$ cat config.mk
export PLATFORM = sky130hd
export DESIGN_NAME = mesh_xy_route_compute
export DESIGN_NICKNAME = d
export VERILOG_FILES = /design/src/mxy_pkg.sv /design/src/mesh_xy_route_compute.sv
export SDC_FILE = /design/constraint.sdc
export NUM_CORES = 1
export LEC_CHECK = 0
export ABC_CLOCK_PERIOD_IN_PS = 14500
export BUFFER_PORTS_ARGS = -buffer_cell sky130_fd_sc_hd__buf_2
export CORE_MARGIN = 1
export CORE_UTILIZATION = 60
export CTS_BUF_LIST = sky130_fd_sc_hd__clkbuf_8
export CTS_CLUSTER_SIZE = 40
export DETAILED_ROUTE_END_ITERATION = 7
export MAX_ROUTING_LAYER = met4
export PLACE_DENSITY_LB_ADDON = 0.3
export SLEW_MARGIN = 20
export SYNTH_ARGS = -nofsm -noshare
export SYNTH_HDL_FRONTEND = slang
export SYNTH_SLANG_ARGS = --single-unit
export TNS_END_PERCENT = 10
$ cat constraint.sdc
create_clock -name clock -period 14.5 [get_ports clock]
set_clock_uncertainty 0.05 [all_clocks]
set_input_delay 0.725 -clock clock [delete_from_list [all_inputs] [get_ports clock]]
set_output_delay 0.725 -clock clock [all_outputs]
set_load 0.03 [all_outputs]
$ cat src/mxy_pkg.sv
// Package for the mesh XY route computation block.
// Holds field widths, port-mask bit positions, register indexes and the divider step.
// No dependencies.
`timescale 1ns / 1ps

package mxy_pkg;

   // Field widths.
   localparam int NODE_W     = 12;
   localparam int DIM_W      = 7;
   localparam int MASK_W     = 5;
   localparam int CSR_IDX_W  = 2;
   localparam int CSR_DATA_W = 12;

   // Default upper limit on a mesh dimension.
   localparam int MAX_DIM_DEF = 64;

   // The divider retires this many quotient bits in each pipeline stage.
   localparam int DIV_BITS   = 3;
   localparam int DIV_STAGES = NODE_W / DIV_BITS;

   // Bit positions in the port mask.
   localparam int PORT_LOCAL = 0;
   localparam int PORT_WEST  = 1;
   localparam int PORT_EAST  = 2;
   localparam int PORT_SOUTH = 3;
   localparam int PORT_NORTH = 4;

   // Configuration register indexes.
   localparam logic [CSR_IDX_W-1:0] CSR_MESH_WIDTH  = 2'd0;
   localparam logic [CSR_IDX_W-1:0] CSR_MESH_HEIGHT = 2'd1;
   localparam logic [CSR_IDX_W-1:0] CSR_OWN_NODE    = 2'd2;

   // Partial division: the dividend shifts out at the top while quotient bits
   // shift in at the bottom, and the remainder stays below the divisor.
   typedef struct packed {
      logic [NODE_W-1:0] num;
      logic [DIM_W-1:0]  rem;
   } div_type;

   // One request as it moves through the divider stages.
   typedef struct packed {
      logic             bcast;
      logic [DIM_W-1:0] width;
      logic [DIM_W-1:0] height;
      div_type          own;
      div_type          key;
   } stage_type;

   // Restoring division over DIV_BITS dividend bits.
   function automatic div_type div_step(div_type cur, logic [DIM_W-1:0] divisor);
      div_type        res;
      logic [DIM_W:0] rem_sh;
      res = cur;
      for (int i = 0; i < DIV_BITS; i++) begin
         rem_sh  = {res.rem, res.num[NODE_W-1]};
         res.num = {res.num[NODE_W-2:0], 1'b0};
         if (rem_sh >= {1'b0, divisor}) begin
            rem_sh     = rem_sh - {1'b0, divisor};
            res.num[0] = 1'b1;
         end
         res.rem = rem_sh[DIM_W-1:0];
      end
      return res;
   endfunction

endpackage

$ cat src/mesh_xy_route_compute.sv
// Route computation for one mesh router: XY unicast and tree broadcast.
// A request passes the input register, the divider stages and the output register in turn.
// Throughput: one request per cycle unless a stall on rsp_ready backs up to the input; a
// pipelined divider of four stages, three quotient bits each, splits node ids into coordinates.
// Reset (synchronous): pipeline empty, width 8, height 8, own node 0.
// Depends on mxy_pkg.
`timescale 1ns / 1ps

module mesh_xy_route_compute #(
   parameter int MAX_DIM = mxy_pkg::MAX_DIM_DEF
) (
   input  logic                            clock,
   input  logic                            reset,
   // Request channel.
   input  logic                            req_valid,
   output logic                            req_ready,
   input  logic [mxy_pkg::NODE_W-1:0]      req_src_node,
   input  logic [mxy_pkg::NODE_W-1:0]      req_dst_node,
   input  logic                            req_is_broadcast,
   // Response channel.
   output logic                            rsp_valid,
   input  logic                            rsp_ready,
   output logic [mxy_pkg::MASK_W-1:0]      rsp_port_mask,
   output logic                            rsp_route_error,
   // Configuration write port.
   input  logic                            csr_wr_en,
   input  logic [mxy_pkg::CSR_IDX_W-1:0]   csr_index,
   input  logic [mxy_pkg::CSR_DATA_W-1:0]  csr_wdata
);

   import mxy_pkg::*;

   // Stage 0 is the input register, stages 1..DIV_STAGES divide, the last is the output.
   localparam int NUM_STAGES = DIV_STAGES + 2;
   localparam int LAST       = NUM_STAGES - 1;
   // Register values never exceed the register range, so the limit folds into it.
   localparam int DIM_LIMIT  = (MAX_DIM > (2 ** DIM_W) - 1) ? (2 ** DIM_W) - 1 : MAX_DIM;
   localparam logic [DIM_W-1:0] DIM_MAX = DIM_W'(DIM_LIMIT);

   logic [DIM_W-1:0]  mesh_width_ff;
   logic [DIM_W-1:0]  mesh_height_ff;
   logic [NODE_W-1:0] own_node_ff;

   logic [NUM_STAGES-1:0] valid_ff;
   logic [NUM_STAGES-1:0] adv;
   stage_type             stage_ff [DIV_STAGES+1];
   stage_type             stage_in [DIV_STAGES+1];

   logic [MASK_W-1:0] port_mask_ff;
   logic [MASK_W-1:0] port_mask_in;
   logic              route_error_ff;
   logic              route_error_in;
   logic              bcast_out_ff;

   // Zero reads as one, anything above the limit as the limit.
   function automatic logic [DIM_W-1:0] clamp_dim(logic [DIM_W-1:0] v);
      logic [DIM_W-1:0] r;
      r = v;
      if (v == '0) begin
         r = DIM_W'(1);
      end else if (v > DIM_MAX) begin
         r = DIM_MAX;
      end
      return r;
   endfunction

   // Configuration registers.
   always_ff @(posedge clock) begin
      if (reset) begin
         mesh_width_ff  <= DIM_W'(8);
         mesh_height_ff <= DIM_W'(8);
         own_node_ff    <= '0;
      end else if (csr_wr_en) begin
         unique case (csr_index)
            CSR_MESH_WIDTH:  mesh_width_ff  <= csr_wdata[DIM_W-1:0];
            CSR_MESH_HEIGHT: mesh_height_ff <= csr_wdata[DIM_W-1:0];
            CSR_OWN_NODE:    own_node_ff    <= csr_wdata[NODE_W-1:0];
            default: ;
         endcase
      end
   end

   // A stage moves when it is empty or the stage after it moves.
   always_comb begin
      adv[LAST] = !valid_ff[LAST] || rsp_ready;
      for (int s = LAST - 1; s >= 0; s--) begin
         adv[s] = !valid_ff[s] || adv[s+1];
      end
   end

   assign req_ready = adv[0];

   // Stage inputs: capture the request, then divide a few bits per stage.
   always_comb begin
      stage_in[0].bcast   = req_is_broadcast;
      stage_in[0].width   = clamp_dim(mesh_width_ff);
      stage_in[0].height  = clamp_dim(mesh_height_ff);
      stage_in[0].own.num = own_node_ff;
      stage_in[0].own.rem = '0;
      stage_in[0].key.num = req_is_broadcast ? req_src_node : req_dst_node;
      stage_in[0].key.rem = '0;
      for (int s = 1; s <= DIV_STAGES; s++) begin
         stage_in[s]     = stage_ff[s-1];
         stage_in[s].own = div_step(stage_ff[s-1].own, stage_ff[s-1].width);
         stage_in[s].key = div_step(stage_ff[s-1].key, stage_ff[s-1].width);
      end
   end

   // Route decision on the finished coordinates.
   always_comb begin
      logic [DIM_W-1:0]  w;
      logic [NODE_W:0]   h;
      logic [DIM_W-1:0]  cx;
      logic [DIM_W-1:0]  kx;
      logic [NODE_W:0]   cy;
      logic [NODE_W:0]   ky;
      logic              row_ok;
      logic              north_ok;
      logic              south_ok;
      logic              east_ok;
      logic              west_ok;
      w  = stage_ff[DIV_STAGES].width;
      h  = (NODE_W+1)'(stage_ff[DIV_STAGES].height);
      cx = stage_ff[DIV_STAGES].own.rem;
      cy = {1'b0, stage_ff[DIV_STAGES].own.num};
      kx = stage_ff[DIV_STAGES].key.rem;
      ky = {1'b0, stage_ff[DIV_STAGES].key.num};

      // The own column is always inside the mesh, so only rows need checking.
      row_ok   = cy < h;
      north_ok = (cy + (NODE_W+1)'(1)) < h;
      south_ok = (cy != '0) && (cy <= h);
      east_ok  = row_ok && (({1'b0, cx} + (DIM_W+1)'(1)) < {1'b0, w});
      west_ok  = row_ok && (cx != '0);

      port_mask_in   = '0;
      route_error_in = 1'b0;
      if (stage_ff[DIV_STAGES].bcast) begin
         port_mask_in[PORT_LOCAL] = 1'b1;
         port_mask_in[PORT_NORTH] = (cy >= ky) && north_ok;
         port_mask_in[PORT_SOUTH] = (cy <= ky) && south_ok;
         if (cy == ky) begin
            port_mask_in[PORT_EAST] = (cx >= kx) && east_ok;
            port_mask_in[PORT_WEST] = (cx <= kx) && west_ok;
         end
      end else begin
         // X first, then Y; a hop off the mesh reports an error.
         priority if (cx > kx) begin
            port_mask_in[PORT_WEST] = west_ok;
            route_error_in          = !west_ok;
         end else if (cx < kx) begin
            port_mask_in[PORT_EAST] = east_ok;
            route_error_in          = !east_ok;
         end else if (cy > ky) begin
            port_mask_in[PORT_SOUTH] = south_ok;
            route_error_in           = !south_ok;
         end else if (cy < ky) begin
            port_mask_in[PORT_NORTH] = north_ok;
            route_error_in           = !north_ok;
         end else begin
            port_mask_in[PORT_LOCAL] = 1'b1;
         end
      end
   end

   // Valid bits travel with the data.
   always_ff @(posedge clock) begin
      if (reset) begin
         valid_ff <= '0;
      end else begin
         if (adv[0]) begin
            valid_ff[0] <= req_valid;
         end
         for (int s = 1; s < NUM_STAGES; s++) begin
            if (adv[s]) begin
               valid_ff[s] <= valid_ff[s-1];
            end
         end
      end
   end

   // Payload registers.
   always_ff @(posedge clock) begin
      for (int s = 0; s <= DIV_STAGES; s++) begin
         if (adv[s]) begin
            stage_ff[s] <= stage_in[s];
         end
      end
      if (adv[LAST]) begin
         port_mask_ff   <= port_mask_in;
         route_error_ff <= route_error_in;
         bcast_out_ff   <= stage_ff[DIV_STAGES].bcast;
      end
   end

   assign rsp_valid       = valid_ff[LAST];
   assign rsp_port_mask   = port_mask_ff;
   assign rsp_route_error = route_error_ff;

   // A finished division leaves remainders below the mesh width.
   a_rem_below_width: assert property (@(posedge clock) disable iff (reset)
      valid_ff[DIV_STAGES] |-> (stage_ff[DIV_STAGES].own.rem < stage_ff[DIV_STAGES].width)
                            && (stage_ff[DIV_STAGES].key.rem < stage_ff[DIV_STAGES].width))
      else $error("divider remainder not below mesh width");

   // A unicast takes exactly one port, or none together with an error.
   a_unicast_shape: assert property (@(posedge clock) disable iff (reset)
      rsp_valid && !bcast_out_ff |->
         ($onehot(rsp_port_mask) && !rsp_route_error)
         || (rsp_port_mask == '0 && rsp_route_error))
      else $error("unicast result is malformed");

   // A broadcast always delivers locally and never reports an error.
   a_bcast_local: assert property (@(posedge clock) disable iff (reset)
      rsp_valid && bcast_out_ff |-> rsp_port_mask[PORT_LOCAL] && !rsp_route_error)
      else $error("broadcast result is malformed");

   // An empty input stage always takes a request.
   a_empty_takes: assert property (@(posedge clock) disable iff (reset)
      !valid_ff[0] |-> req_ready)
      else $error("empty input stage refused a request");

   // A stalled output holds its result in place.
   a_stall_holds: assert property (@(posedge clock) disable iff (reset)
      rsp_valid && !rsp_ready |=> rsp_valid && $stable(port_mask_ff) && $stable(route_error_ff))
      else $error("stalled result changed");

endmodule

# Word level (Yosys, flattened, before mapping)
# Memory sizes are Yosys's and may differ from the RTL's.
# Cells that the tools add are included.
[word_totals]
register_bits = 38
ramBits = 265
in_bits = 44
output_inout_bits = 8
mem_count = 1
[classes]
n_addsub = 26
n_lt_le_gt_ge = 38
n_eq_ne = 3
muxes = 80
n_reduce_logical = 31
[mem_list]
columns = ["name", "depth", "width", "rd", "rd_ports_with_merged_regs", "write_ports", "line", "source"]
rows = [
  ["stage_ff", 5, 53, 5, 0, 5, "mesh_xy_route_compute.sv:46", "stage_type stage_ff [DIV_STAGES+1];"],
]
[ops]
columns = ["cell", "n"]
rows = [
  ["$mux 7", 28],
  ["$ge 8x7->1", 24],
  ["$sub 7x7->7", 24],
  ["$mux 1", 47],
  ["$gt 7x7->1 const B", 2],
  ["$logic_not 7->1", 2],
  ["$add 12x1->13 const B", 1],
  ["$lt 13x7->1", 1],
  ["$eq 12x12->1", 1],
  ["$ge 12x12->1", 1],
  ["$gt 12x12->1", 1],
  ["$le 12x12->1", 1],
  ["$le 12x7->1", 1],
  ["$lt 12x12->1", 1],
  ["$lt 12x7->1", 1],
  ["$mux 12", 1],
  ["$reduce_bool 12->1", 1],
  ["$logic_not 1->1", 10],
  ["$add 7x1->8 const B", 1],
  ["$lt 8x7->1", 1],
  ["$ge 7x7->1", 1],
  ["$gt 7x7->1", 1],
  ["$le 7x7->1", 1],
  ["$logic_and 1x1->1", 7],
  ["10 further kinds", 18],
]

# Longest topological paths before layout
# Gate-level depths: netlist of the first run.
[logic_depth]
word_depth = 9
mapped_depth = 28
mapped_depth_nobuf = 26

# Worst setup path after synthesis of the first run
# No wires, ideal clock.
[synth_timing]
kind = "reg-to-reg"
from = "mem stage_ff[0][205] (netlist name)"
to = "mem stage_ff[0][237] (netlist name), data pin"
arrival_time_ns = 5.996
slack_ns = 8.194
path_stages_with_launch = 21
n_path_buf = 1
period_less_slack_ns = 6.306
path_cell_list = "edfxtp_1 -> inv_1 -> fa_1 -> a211oi_1 -> o21ai_0 -> a21oi_1 -> mux2_2 -> ha_1 -> nor2b_1 -> o31a_1 -> o311ai_0 -> o211ai_1 -> clkbuf_1 -> mux2i_1 -> ha_1 -> nor2b_1 -> o21ai_0 -> a31oi_1 -> a21oi_1 -> o32ai_1 -> mux2_2"
[synth_rtl]
columns = ["element", "line"]
rows = [
  ["start: declaration", "mesh_xy_route_compute.sv:46"],
]

==> out/metrics.csv, run 1 <==
stage,metric,value,unit
synthesis,ys_seq_area_frac,0.427,
cts,cts.clk_slew.worst_paths,60,ps
synthesis,synth.area.top_cells,"edfxtp_1 (39%), ha_1 (13%), mux2i_1 (5.0%)",
cts,cts_hold_buf,0,
run_status,status,completed,
cells_and_area,syn_to_final_growth,9.37,%
grt,grt_pass1_wl,70100,um
cts,cts_tree,yes,
sta,grt_setup_unrepaired,false,
synthesis,synth-edff-count,257,
detailed_routing,routed_via_density,6.09,
synthesis,synth_top_area_frac,0.394,
die,die_width,183,um
grt,grt_usage,0.275,
critical_path,cp.required,14750,ps
grt,grt_pass1_vias,13800,
critical_path,path_cells,inv_1 > fa_1 > a211oi_1 > o21ai_0 > a21oi_1 > inv_1 > o21ai_0 > fa_1 > nor2b_1 > o31a_1 > o311ai_0 > o211ai_1 > buf_4 > mux2_2 > ha_1 > and3_1 > a41oi_1 > a31oi_1 > a21oi_1 > o32ai_1 > mux2_2,
synthesis,synthesis.area,0.0196,mm2
detailed_routing,first_iter_violations,1095,
sta,slew_violations,0,
die,initial_core_util,0.616,
cts,cts_buffer_depth,3,
hold_path,hold-path-cell-count,3,
die,chipHeight,183,um
grt,grt_start_max_net_pins,54,
synthesis,syn_area_per_cell,10.7,um2
synthesis,synthTopCellsByCount,"edfxtp_1 (257), ha_1 (201), inv_1 (179)",
grt,overflow,0,
place,port_buffers,51,
critical_path,crit_arrival,7480,ps
sta,fin_crit,7240,ps
cts,clock_sinks,289,
sta,slew_headroom,0.291,
sta,hold-worst-slack,350,ps
synthesis,ys_ff_latch,289,
detailed_routing,ant_nets,0,
critical_path,cp_slowest_cell,a21oi_1,
detailed_routing,vias,14600,
hold_path,hold_path.class,in2reg,
die,fp.coreArea,0.0318,mm2
detailed_routing,wirelength,43900,um
critical_path,critPathLaunchType,flop,
synthesis,ys_warn_count,0,
critical_path,worst-setup-path-type,reg2reg,
place,place.gp.congestion,0.965,
critical_path,slowest_delay,600,ps
synthesis,yosysMostFrequentCell,edfxtp_1,
grt,antenna_found_initial,2,
cts,root_buffer,clkbuf_8,
run,cap_violations,0,
cells_and_area,layout.nets,2185,
cts,htreeDepth,2,
die,rows,65,
synthesis,synth_cells,1835,
sta,worstMarginPinSlew,1060,ps
sta,fmax,138,MHz
cts,cts_setup_buffers,0,
detailed_routing,drc,0,
place,dp_hpwl,33600,um
die,dieArea,0.0334,mm2
synthesis,synthFlopType,edfxtp_1,
detailed_routing,dr.pass1.iters,5,
sta,fin_setup_tns,0,ps
critical_path,cp-end-kind,flop,
synthesis,async_flop_share,0,
sta,final_min_period_over_clock_period,0.499,
synthesis,synth.net_count,2102,
die,io_pins,52,
sta,hold_violations,0,
synthesis,synth_top_cell_by_area,edfxtp_1,
cells_and_area,drive_above_1_share,0.105,
cts,ctsResizeCount,0,
cells_and_area,n_fill_cell,2384,
detailed_routing,wire_per_inst,18.3,um
critical_path,critPathMaxFanout,17,
critical_path,worstRegToRegCells,21,
cts,cts_buffers,48,
sta,setup_violations,0,
cts,clkLatencyLatePin,570,ps
synthesis,synth.distinct_cells,73,
-- cells by family (layout without fill, tap and decap cells) --
group | count (synthesis) | count (layout) | synth area share
and+or+nand+nor | 466 | 466 | 0.120
AOI/OAI and AO/OA | 428 | 428 | 0.149
DFF | 289 | 289 | 0.427
adders and majority gates | 223 | 223 | 0.151
buffers and inverters | 205 | 327 | 0.0393
muxes | 155 | 155 | 0.0829
xor gates and xnor gates | 69 | 69 | 0.0309
other | 0 | 2 | 0
-- final timing paths --
kind,start,to,slack (ps)
setup / recovery,stage_ff[0][205]$_DFFE_PP_,stage_ff[0][237]$_DFFE_PP_,7260
hold / removal,req_valid,valid_ff[0]$_SDFFE_PP0P_,350
setup reg to reg,stage_ff[0][205]$_DFFE_PP_,stage_ff[0][237]$_DFFE_PP_,7260
hold reg to reg,stage_ff[0][197]$_DFFE_PP_,stage_ff[0][250]$_DFFE_PP_,360
-- flip-flops by register name (all words and copies together) (netlist names) --
| register | cells |
|---|---|
| rsp_port_mask | 5 |
| mesh_width_ff | 7 |
| rsp_route_error | 1 |
| own_node_ff | 12 |
| mesh_height_ff | 7 |
| valid_ff | 6 |
| stage_ff | 251 |
-- cells in the final DEF, fill, tap and decap left out, types with 7 or more instances in the layout --
cell type	n
nand3_1	38
nor3_1	29
nor4_1	10
xnor2_1	46
clkbuf_8	58
mux2i_1	97
mux2_2	58
buf_4	8
a211o_1	7
fa_1	22
nand4_1	20
inv_1	196
nor2b_1	66
o31a_1	14
and3_1	15
nand2b_1	12
o311ai_0	9
o211ai_1	17
o31ai_1	11
a21oi_1	84
nand2_1	68
edfxtp_1	257
xor2_1	23
dfxtp_1	32
and2_1	10
a311oi_1	9
ha_1	201
and3b_1	8
a21o_1	34
o21a_1	39
nor2_1	152
nor3b_1	7
buf_2	51
o21ai_0	90
a21boi_0	10
a211oi_1	35
-- area by class of cell --
type | count | area, um2 | area share
multi-input combinational | 1341 | 10500 | 0.490
sequential | 289 | 8360 | 0.390
clock buffer | 58 | 798 | 0.0373
inverter | 179 | 674 | 0.0315
tap | 435 | 544 | 0.0254
timing repair buffer | 59 | 315 | 0.0147
clock inverter | 31 | 234 | 0.0109
antenna | 2 | 5.00 | 0.000234
-- metrics by stage --
step	cell area [um2]	cells	utilization	setup slack, ps
global route	21400	2394	0.674	6610
detailed placement	20400	2303	0.641	7340
floorplan	19600	1835	-	8190
global placement	20400	2303	0.641	7580
finish	21400	2394	0.674	7260
CTS	21400	2392	0.673	7330
-- metal layers --
layer / GRT usage / vias to the layer above / part of all wire
met5: - / - / 0
met4: 0.0914 / 0 / 0.031
met3: 0.0465 / 87 / 0.075
met2: 0.426 / 545 / 0.45
met1: 0.366 / 6903 / 0.45
li1: - / 7038 / -
-- worst max-delay path, delay by kind of cell, from the launching register on --
kind / cells / cell delay, ps
adder cells (fa/ha/maj): 3 / 1180
AO/OA/AOI/OAI: 11 / 3620
buffers and inverters: 3 / 690
multiplexers: 2 / 590
flip-flops: 1 / 550
AND/OR/NAND/NOR: 2 / 290
Power of run 1 is not shown: default switching activity piles up to over one toggle a cycle in this logic, so the estimate is an artifact.
==> run 2: changes to the inputs <==
--- a/config.mk
+++ b/config.mk
@@ -5,10 +5,10 @@
 export SDC_FILE = /design/constraint.sdc
 export NUM_CORES = 1
 export LEC_CHECK = 0
-export ABC_CLOCK_PERIOD_IN_PS = 14500
+export ABC_CLOCK_PERIOD_IN_PS = 5800
 export BUFFER_PORTS_ARGS = -buffer_cell sky130_fd_sc_hd__buf_2
 export CORE_MARGIN = 1
-export CORE_UTILIZATION = 60
+export CORE_UTILIZATION = 59
 export CTS_BUF_LIST = sky130_fd_sc_hd__clkbuf_8
 export CTS_CLUSTER_SIZE = 40
 export DETAILED_ROUTE_END_ITERATION = 7
==> constraint.sdc (replaced) <==
create_clock -name clock -period 5.8 [get_ports clock]
set_clock_uncertainty 0.05 [all_clocks]
set_input_delay 0.29 -clock clock [delete_from_list [all_inputs] [get_ports clock]]
set_output_delay 0.29 -clock clock [all_outputs]
set_load 0.03 [all_outputs]
==> run 2 against run 1 <==
Against the previous run: final cell count increased by 9.4%; wire length increased by 12%; via count increased by 5.6%; hold slack got worse by 200 ps; maximum frequency increased by 27%; design area increased by 10%; worst setup slack got worse by 7200 ps; sequential share of layout area decreased by 3.7 points; clock-buffer cell count decreased by 5; die area increased by 1.7%; non-clock buffer count increased by 216; critical path type unchanged.
==> out/metrics.csv, run 2 (synthesized netlist as in run 1, its figures left out) <==
stage,metric,value,unit
run_status,status,completed,
critical_path,worstRegToRegCells,25,
critical_path,critPathMaxFanout,7,
cts,clock_sinks,289,
place,dp_hpwl,37000,um
grt,grt_pass1_wl,75100,um
sta,hold_violations,0,
sta,worstMarginPinSlew,1110,ps
die,fp.coreArea,0.0326,mm2
sta,grt_setup_unrepaired,true,
die,chipHeight,184,um
run,cap_violations,0,
detailed_routing,vias,15400,
critical_path,path_buf_inv,6,
grt,overflow,0,
die,dieArea,0.0339,mm2
critical_path,worstSetupPathDepth,25,
critical_path,cp-end-kind,flop,
cells_and_area,post-route-util,0.725,
cells_and_area,final_common_cell,edfxtp_1,
detailed_routing,routed_via_density,5.88,
grt,grt_start_max_net_pins,54,
place,place.gp.congestion,0.938,
cells_and_area,drive_above_1_share,0.211,
critical_path,r2r_slack,100,ps
cts,root_buffer,clkbuf_8,
critical_path,critPathLaunchType,flop,
detailed_routing,wire_per_inst,18.7,um
sta,slew_violations,0,
hold_path,hold_path.class,in2reg,
die,die_width,184,um
critical_path,crit_arrival,5980,ps
sta,setup_violations,0,
critical_path,path_delay_family,compound AO/OA/AOI/OAI gates,
critical_path,worst-setup-path-type,reg2reg,
cts,clkLatencyLatePin,580,ps
cts,cts_buffers,48,
detailed_routing,first_iter_violations,1038,
critical_path,cp_slowest_cell,fa_1,
cts,cts_buffer_depth,3,
place,port_buffers,51,
detailed_routing,drc,0,
cts,cts_tree,yes,
critical_path,slowest_delay,460,ps
cells_and_area,regMostFlops,stage_ff,
grt,grt_usage,0.293,
die,io_pins,52,
grt,antenna_found_initial,5,
cells_and_area,n_fill_cell,2313,
detailed_routing,dr.pass1.iters,7,
sta,fin_crit,5700,ps
hold_path,hold-path-cell-count,4,
cells_and_area,layout.nets,2403,
cells_and_area,syn_to_final_growth,20.7,%
cts,cts.clk_slew.worst_paths,60,ps
cells_and_area,largestRegisters,"stage_ff: 251 flops, own_node_ff: 12 flops",
detailed_routing,wirelength,49000,um
cells_and_area,largest_reg_flops,251,
die,rows,66,
cts,htreeDepth,2,
die,initial_core_util,0.600,
sta,slew_headroom,0.256,
sta,final_min_period_over_clock_period,0.983,
grt,grt_pass1_vias,14800,
critical_path,cp.required,6070,ps
sta,fmax,175,MHz
detailed_routing,ant_nets,0,
cells_and_area,layout_common_cells,"edfxtp_1 (257), ha_1 (198), inv_1 (186), buf_4 (182), nor2_1 (149)",
[run 2: changes by cell type in the layout (fill, tap and decap cells not counted), moves of 6 or more]
cell           delta
buf_4           +174
dlygate4sd3_1    +37
a21oi_1          -13
a21oi_2          +10
inv_1            -10
o21ai_0           -9
a211oi_1          -7
o21ai_1           +7
a211oi_2          +6
clkinv_2          +6
[run 2: worst min-delay path: stages]
cell     delay, ps
buf_2           90
nor2b_1        150
nor2_1         130
nor2_1          50
[run 2: area by class of cell]
cell class	instances	area, um2	area share
multi-input combinational	1343	11000	0.464
sequential	289	8360	0.354
timing repair buffer	275	2060	0.0870
clock buffer	53	729	0.0309
inverter	179	677	0.0286
tap	442	553	0.0234
clock inverter	36	293	0.0124
antenna	2	5.00	0.000212
[run 2: repair_timing]
| action | 4_1_cts | 5_1_grt |
|---|---|---|
| pin swaps | 1 | 23 |
| hold buffers | 37 | 0 |
| hold endpoints to repair | 37 | 0 |
| gates cloned | 0 | 3 |
| gates resized for setup | 5 | 82 |
| setup endpoints to repair | 15 | 60 |
| buffers inserted | 0 | 22 |
[run 2: metrics by stage]
step                worst slack [ps]  cell area (um2)  hold WS [ps]  TNS [ps]  cells
finish                          97.1            23600           148         0   2619
global route                   -91.0            23600           130     -1350   2619
CTS                            -79.4            23000          90.7      -169   2592
detailed placement              -315            21600           355     -2180   2466
global placement               -60.9            21600           351     -98.1   2466
floorplan                       -130            19600           334     -1640   1835
[run 2: path summary, 6_finish.rpt]
check	start	to
setup reg to reg	stage_ff[0][143]$_DFFE_PP_	stage_ff[0][184]$_DFFE_PP_
hold / removal	rsp_ready	valid_ff[5]$_SDFFE_PP0P_
hold reg to reg	stage_ff[0][201]$_DFFE_PP_	stage_ff[0][254]$_DFFE_PP_
setup / recovery	stage_ff[0][143]$_DFFE_PP_	stage_ff[0][184]$_DFFE_PP_
[run 2: layer usage]
layer | part of all wire | up-vias | routed length, um | track usage
li1 | - | 7484 | - | -
met5 | 0 | - | 0 | -
met1 | 0.44 | 7350 | 21600 | 0.373
met4 | 0.030 | 0 | 1450 | 0.0973
met3 | 0.058 | 106 | 2860 | 0.0474
met2 | 0.47 | 455 | 23100 | 0.478
Power of run 2 is left out for the same reason.
==> run 3: changes to the inputs <==
--- a/config.mk
+++ b/config.mk
@@ -13,7 +13,7 @@
 export CTS_CLUSTER_SIZE = 40
 export DETAILED_ROUTE_END_ITERATION = 7
 export MAX_ROUTING_LAYER = met4
-export PLACE_DENSITY_LB_ADDON = 0.3
+export PLACE_DENSITY = 0.79
 export SLEW_MARGIN = 20
 export SYNTH_ARGS = -nofsm -noshare
 export SYNTH_HDL_FRONTEND = slang
==> run 3 against run 2 <==
Against the previous run: global-route usage grew 0.071 points; sequential cell count is the same; first-iteration DRC count grew 8.9%; non-clock buffer count shrank 25; via count shrank 0.73%; die area is the same; core utilization shrank 1.0 points; register-to-register slack gained 50 ps; critical endpoint is now stage_ff[0][131]$_DFFE_PP_; highest routed layer unchanged.
==> out/metrics.csv, run 3 (synthesized netlist as in run 1, its figures left out) <==
stage,metric,value,unit
critical_path,crit_arrival,5880,ps
grt,overflow,0,
place,pre_cts_ws,-254,ps
cells_and_area,syn_to_final_growth,18.9,%
sta,slew_headroom,0.389,
cells_and_area,final_common_cell,edfxtp_1,
sta,worstMarginPinSlew,917,ps
cts,root_buffer,clkbuf_8,
grt,grt_busiest_layer,met2,
detailed_routing,ant_nets,0,
cts,cts_buffer_depth,3,
detailed_routing,drc,0,
run_status,status,completed,
die,initial_core_util,0.600,
hold_path,min_from,reset,
critical_path,r2r-start,stage_ff[0][90]$_DFFE_PP_,
cts,clock_sinks,289,
sta,hold_violations,0,
critical_path,critPathLaunchType,flop,
cells_and_area,fin_cells,2586,
hold_path,hold_path.class,in2reg,
critical_path,cp-end-kind,flop,
grt,antenna_found_initial,0,
sta,slew_violations,0,
cts,htreeDepth,2,
die,rows,66,
cts,cts.clk_slew.worst_paths,60,ps
cells_and_area,layout_common_cells,"edfxtp_1 (257), ha_1 (197), inv_1 (177), buf_4 (157), nor2_1 (149)",
die,die_width,184,um
cells_and_area,antenna_cells,0,
place,dp_hpwl,36500,um
detailed_routing,routed_via_density,5.91,
cells_and_area,regMostFlops,stage_ff,
grt,grt_usage,0.294,
detailed_routing,vias,15300,
grt,grt_pass1_wl,75500,um
die,io_pins,52,
place,place.gp.congestion,0.959,
detailed_routing,wirelength,48600,um
run,cap_violations,0,
critical_path,rr_endpoint,stage_ff[0][131]$_DFFE_PP_,
sta,setup_violations,0,
detailed_routing,wire_per_inst,18.8,um
critical_path,r2r_slack,150,ps
die,dieArea,0.0339,mm2
cells_and_area,largest_reg_flops,251,
sta,timing.final.ws_setup,148,ps
die,chipHeight,184,um
place,port_buffers,51,
cts,clkLatencyLatePin,580,ps
grt,grt_start_max_net_pins,54,
grt,grt_use_met3,0.0369,
grt,grt_pass1_vias,14600,
sta,fin_crit,5650,ps
cells_and_area,drive_above_1_share,0.206,
sta,fmax,177,MHz
detailed_routing,first_iter_violations,1130,
critical_path,cp.required,6030,ps
critical_path,worstRegToRegCells,26,
sta,final_min_period_over_clock_period,0.974,
cts,cts_buffers,47,
sta,grt_setup_unrepaired,true,
grt,met2_usage,0.472,
grt,gr-usage-met1,0.392,
hold_path,hold_end,mesh_height_ff[4]$_SDFFE_PP0P_,
cells_and_area,layout.nets,2375,
place,placed_cells,2438,
detailed_routing,dr.pass1.iters,5,
cts,cts_tree,yes,
die,fp.coreArea,0.0326,mm2
critical_path,critPathMaxFanout,7,
hold_path,hold-path-cell-count,2,
critical_path,worst-setup-path-type,reg2reg,
cells_and_area,largestRegisters,"stage_ff: 251 flops, own_node_ff: 12 flops",
[run 3: cell count changes in the layout (fill, tap and decap cells not counted), sizes merged, moves of 2 or more]
cell | before | now
buf | 237 | 213
clkinv | 16 | 26
inv | 190 | 182
diode | 2 | 0
bufinv | 5 | 0
o311ai | 14 | 12
[run 3: layer usage]
layer	wire length [um]	vias to the layer above
li1	-	7424
met1	22100	7328
met2	22900	440
met3	2450	90
met4	1170	0
met5	0	-
[run 3: how the worst max path moves through the flow]
stage / startpoint / to / cells after the start
after global routing: stage_ff[0][109]$_DFFE_PP_ / stage_ff[0][162]$_DFFE_PP_ / 24
after detailed placement: stage_ff[0][71]$_DFFE_PP_ / stage_ff[0][108]$_DFFE_PP_ / 23
final: stage_ff[0][90]$_DFFE_PP_ / stage_ff[0][131]$_DFFE_PP_ / 26
after floorplan: stage_ff[0][156]$_DFFE_PP_ / stage_ff[0][159]$_DFFE_PP_ / 23
after global placement: stage_ff[0][71]$_DFFE_PP_ / stage_ff[0][108]$_DFFE_PP_ / 23
after CTS: stage_ff[0][196]$_DFFE_PP_ / stage_ff[0][237]$_DFFE_PP_ / 22
[run 3: worst max-delay path, cell delays in order, from the launching register on]
cell      delay, ps
edfxtp_1        450
inv_1            90
ha_1            180
inv_1            60
fa_2            360
a211oi_2        200
o21ai_1         120
a21oi_1         150
buf_4           160
mux2_2          360
ha_1            300
nor2b_1         160
o31ai_2         330
a21oi_2         120
nor3_2          250
o21ai_2         130
buf_4           190
mux2_2          280
ha_1            290
nand2_1          60
o21ai_0         250
o22ai_2         110
nor2b_1         150
buf_4           160
buf_4           140
mux2i_1         160
mux2i_1         130
[run 3: per-stage QoR]
step	hold slack [ps]	area [um2]	TNS, ps	utilization
2_1_floorplan	334	19600	-1640	-
3_3_place_gp	351	21400	-395	0.657
3_5_place_dp	355	21400	-1390	0.657
4_1_cts	124	22700	-8.33	0.696
5_1_grt	148	23300	-1030	0.714
6_report	161	23300	0	0.714
[run 3: area by class of cell]
cell class / count / area [um2]
well taps: 442 / 553
multi-input cells: 1341 / 11000
clock buffers: 52 / 716
clock inverters: 33 / 155
inverters: 179 / 674
repair buffers: 250 / 1870
fillers: 2328 / 9320
flip-flops and latches: 289 / 8360
[run 3: repair_timing]
item	CTS	global route
endpoints found under the hold margin	37	0
pin swaps	0	25
resized for setup	9	93
endpoints found under the setup margin	17	59
hold buffers	37	0
setup buffers	2	24
Power of run 3 is left out for the same reason.
